File: src/design/tet_ram.sv
// ----------------------------------------------------------------------------
// tet_ram
// Generic single-write, single-read RAM with registered read data.
// ----------------------------------------------------------------------------
module tet_ram #(
   parameter int WIDTH = 8,
   parameter int DEPTH = 16
) (
   input  logic                                        clock,
   input  logic                                        wr_en,
   input  logic [((DEPTH > 1) ? $clog2(DEPTH) : 1)-1:0] wr_addr,
   input  logic [WIDTH-1:0]                            wr_data,
   input  logic                                        rd_en,
   input  logic [((DEPTH > 1) ? $clog2(DEPTH) : 1)-1:0] rd_addr,
   output logic [WIDTH-1:0]                            rd_data
);

   logic [WIDTH-1:0] mem [DEPTH];

   always_ff @(posedge clock) begin
      if (wr_en) begin
         mem[wr_addr] <= wr_data;
      end
      if (rd_en) begin
         rd_data <= mem[rd_addr];
      end
   end

endmodule
File: config.mk
export PLATFORM = sky130hd
export DESIGN_NAME = tet_ram
export DESIGN_NICKNAME = d
export VERILOG_FILES = /design/src/design/tet_ram.sv
export SDC_FILE = /design/constraint.sdc
export NUM_CORES = 1
export LEC_CHECK = 0
export ABC_AREA = 1
export BUFFER_PORTS_ARGS = -buffer_cell sky130_fd_sc_hd__buf_2
export CELL_PAD_IN_SITES_DETAIL_PLACEMENT = 0
export CELL_PAD_IN_SITES_GLOBAL_PLACEMENT = 2
export CORE_UTILIZATION = 35
export DETAILED_ROUTE_END_ITERATION = 6
export PLACE_DENSITY = 0.72
export SYNTH_ARGS = -nofsm -noshare
export SYNTH_HDL_FRONTEND = slang
export SYNTH_SLANG_ARGS = --single-unit
File: constraint.sdc
create_clock -name clock -period 1.1 [get_ports clock]
set_input_delay 0.055 -clock clock [delete_from_list [all_inputs] [get_ports clock]]
set_output_delay 0.055 -clock clock [all_outputs]
set_load 0.005 [all_outputs]
# Word-level counts from Yosys, hierarchy flattened
# Memories as Yosys holds them, arrays and structs flattened. A register that Yosys moved wholly into a read port is not among the register bits.
# Index checks and enable logic that the tools add are counted.
[op_classes] n_mux=2
[ops] op="2-to-1 mux 1 bit" count=2
[totals] mem_count=1 mem_bits_rw=128 ff_bits=0 out_inout_bits=8 inputBits=19 elab_cells=3
[mem_list] name="mem" words=16 word_bits=8 read_ports=1 rd_clocked_by_memory_dff=1 wr=1 line_no="18" source="logic [WIDTH-1:0] mem [DEPTH];"

# Logic depth before layout (Yosys ltp)
[logic_depth] depth_word=2 depth_mapped=8 ltp_nobuf=7

# Least setup slack after synthesis
# OpenSTA, ideal clock, no wires.
[synth_timing] kind="input to register" from="in wr_addr[3] (netlist bit)" to="mem mem[4][0], enable pin" arrival_time_ns=0.636 slack_ns=0.094 stages=2 setup_ns=0.370 required_time_ns=0.730 n_path_buf=0 path_cell_list="nand3b_1 nor2_1"
[synth_lines] element="start, declared" line_no="11" source="input logic [((DEPTH > 1) ? $clog2(DEPTH) : 1)-1:0] wr_addr,"
[synth_lines] element="end, declared" line_no="18"
# No word-level cell before the write port.

==> results.json <==
{
  "status": "completed",
  "gp_congestion": 0.780,
  "start_util_pct": 36.3,
  "fill_cells": 1516,
  "crit_required_ns": 1.28,
  "synth_compound_area_share_pct": 0,
  "yosys-top-cells-area": "edfxtp_1 (70%), nand2_1 (11%), nand3_1 (8.3%), inv_1 (6.4%), buf_6 (1.2%)",
  "avgSynthCellArea_um2": 10.6,
  "dp_hpwl_mm": 9.23,
  "clk_latency_ns": 0.42,
  "final_area_mm2": 0.00724,
  "antenna_found_initial": 0,
  "synth_edf_count": 136,
  "crit_path_start_kind": "register",
  "grt_first_pass_wirelength_mm": 22.8,
  "placementRows": 46,
  "die_h_um": 131,
  "area_growth_pct": 23.8,
  "cts.sinks": 136,
  "slew_headroom_pct": 73.4,
  "rsz0062_at_grt": "yes",
  "grt_start_max_net_pins": 45,
  "wirelength_mm": 14.6,
  "num_vias": 3861,
  "final_nets": 627,
  "synthesis.nets": 570,
  "synth.most_common_cell": "nand2_1",
  "yosysSeqAreaShare_pct": 69.8,
  "p_leak_nw": 3.11,
  "async_flop_share_pct": 0,
  "hp-class": "input port to register",
  "crit_start": "mem[11][0]$_DFFE_PP_",
  "worstHoldPathCells": 1,
  "drv_slew": 0,
  "tightest_slew_ns": 0.398,
  "cp-endpoint": "rd_data[0]$_DFFE_PP_",
  "skew_ns": 0.0112,
  "arrival_ns": 1.27,
  "syn_area_mm2": 0.00585,
  "ys_warn_count": 0,
  "period_needed_ns": 1.09,
  "drc": 0,
  "final_util_pct": 44.9,
  "drt_iter0_drc": 269,
  "vdd_drop_max_mv": 1.01,
  "drive_above_1_share_pct": 20.3,
  "wl_per_cell_um": 17.4,
  "synthXorXnorAreaFrac_pct": 0,
  "clk_pin_slew_ns": 0.06,
  "powerDensity_mw_per_mm2": 1720,
  "diodes": 0,
  "end_kind": "register",
  "cts_tree": "built",
  "port_buffers": 26,
  "ctsHoldBuffers": 0,
  "worst-path-max-fanout": 1,
  "max_cap_violations": 0,
  "synth_top_family_by_area": "simple AND/OR/NAND/NOR gates",
  "setup_viol": 0,
  "r2r_cells": 6,
  "first_global_vias": 3859,
  "placed_cells": 805,
  "synthCells": 551,
  "finalSetupTns_ns": 0,
  "fin_crit_sh_pct": 98.7,
  "io_pins": 27,
  "ant_nets": 0,
  "htree_levels": 4,
  "grt.overflow.total": 0,
  "reg2reg_to": "rd_data[0]$_DFFE_PP_",
  "synth-seq-cells": 136,
  "fin_cells": 836,
  "drtPass1Iterations": 4,
  "via_per_inst": 4.62,
  "synth_common_cells": "nand2_1 (173), edfxtp_1 (136), inv_1 (100), nand3_1 (97), nor2_1 (17)",
  "synth_cell_type_count": 11,
  "gr-usage-all-layers_pct": 18.3,
  "fmax_ghz": 0.921,
  "cts_made_buffers": 17,
  "fp.dieW_um": 131,
  "ys.flop_type": "edfxtp_1",
  "synthMuxAreaShare_pct": 0,
  "worstReg2RegStart": "mem[11][0]$_DFFE_PP_",
  "hold_viol": 0,
  "synthAdderAreaFrac_pct": 0,
  "reg2reg_slack_ns": 0.01,
  "placed_area_mm2": 0.00645,
  "cts_root_buffer": "clkbuf_16",
  "clock_path_buffers": 2,
  "design.core.area_mm2": 0.0161,
  "criticalPathCategory": "register to register",
  "die_area_mm2": 0.0172,
  "synth_top_cell_area_share_pct": 69.8,
  "synthSimpleGateAreaFrac_pct": 20.8,
  "yosysTopAreaCell": "edfxtp_1"
}
## worst min-delay path by stage
stage | start | endpoint | slack (ns)
global placement | rd_data[3]$_DFFE_PP_ | rd_data[3] | 0.45
global route | rd_en | rd_data[7]$_DFFE_PP_ | 0.002
finish | rd_en | rd_data[1]$_DFFE_PP_ | 0.01
detailed placement | rd_data[3]$_DFFE_PP_ | rd_data[3] | 0.45
floorplan | wr_data[0] | mem[0][0]$_DFFE_PP_ | 0.15
CTS | rd_en | rd_data[4]$_DFFE_PP_ | 0.01
## metal layers
metal  track usage (%)  up-vias  wire, µm
met2              28.2       76      6800
met4              6.78        0       231
li1                  -     1897         -
met1              25.0     1872      6940
met3              4.21       16       573
met5                 0        -         0
## metrics by stage
| step | hold WS (ns) | setup WS [ns] | power, mW |
|---|---|---|---|
| 6_report | 0.0106 | 0.0143 | 12.5 |
| 5_1_grt | 0.00194 | -0.0554 | 12.9 |
| 4_1_cts | 0.0134 | 0.000182 | 12.5 |
| 3_5_place_dp | 0.448 | -0.201 | 6.79 |
| 3_3_place_gp | 0.450 | -0.198 | 6.79 |
| 2_1_floorplan | 0.154 | 0.0942 | 6.38 |
## critical path, stage by stage (launching register included)
cell and delay, ns:
edfxtp_1 0.36, nand2_1 0.07, nand2_1 0.05, nand2_1 0.06
nand3_2 0.13, nand3_2 0.12, nand2_1 0.05
## cells in the final DEF (no fill, tap or decap)
cell type   instances
nand2_1           172
clkinv_2            2
edfxtp_1          136
nand3_1            60
buf_12              8
clkinvlp_4          1
buf_4              28
clkbuf_16          17
clkinv_1            6
nand3_4             1
buf_2              26
inv_1             100
clkbuf_1            1
nand2_2             1
nor2_1             17
nand3b_1            2
bufinv_16           4
nand3_2            36
inv_2               2
## cells by family (layout without fill, tap and decap cells)
kind of cell / Yosys count / count (layout)
flip-flops: 136 / 136
AND/OR/NAND/NOR: 289 / 289
buffers and inverters: 126 / 195
## state kept, by name, summed over array words and instances, names as in the netlist
name	count
mem	128
rd_data	8
## where the power goes
group          switching (mW)  internal (mW)  leakage [nW]
logic                   0.570          0.293          1.59
clock network            2.01           3.71         0.285
registers              0.0287           5.84          1.24
## area by class of cell
| type | count | area (µm²) | area share, % |
|---|---|---|---|
| flip-flops and latches | 136 | 4080 | 56.4 |
| clock inverters | 13 | 160 | 2.21 |
| repair buffers | 62 | 500 | 6.92 |
| well taps | 216 | 270 | 3.74 |
| inverters | 102 | 383 | 5.29 |
| clock buffers | 18 | 429 | 5.93 |
| multi-input cells | 289 | 1410 | 19.5 |
## timing repair
item | CTS | global route
endpoints found under the hold margin | 0 | 0
gates resized for setup | 15 | 24
endpoints found under the setup margin | 7 | 8
setup buffers | 0 | 0
pin swaps | 2 | 25
No activity file was read; power rests on OpenSTA's default activity.
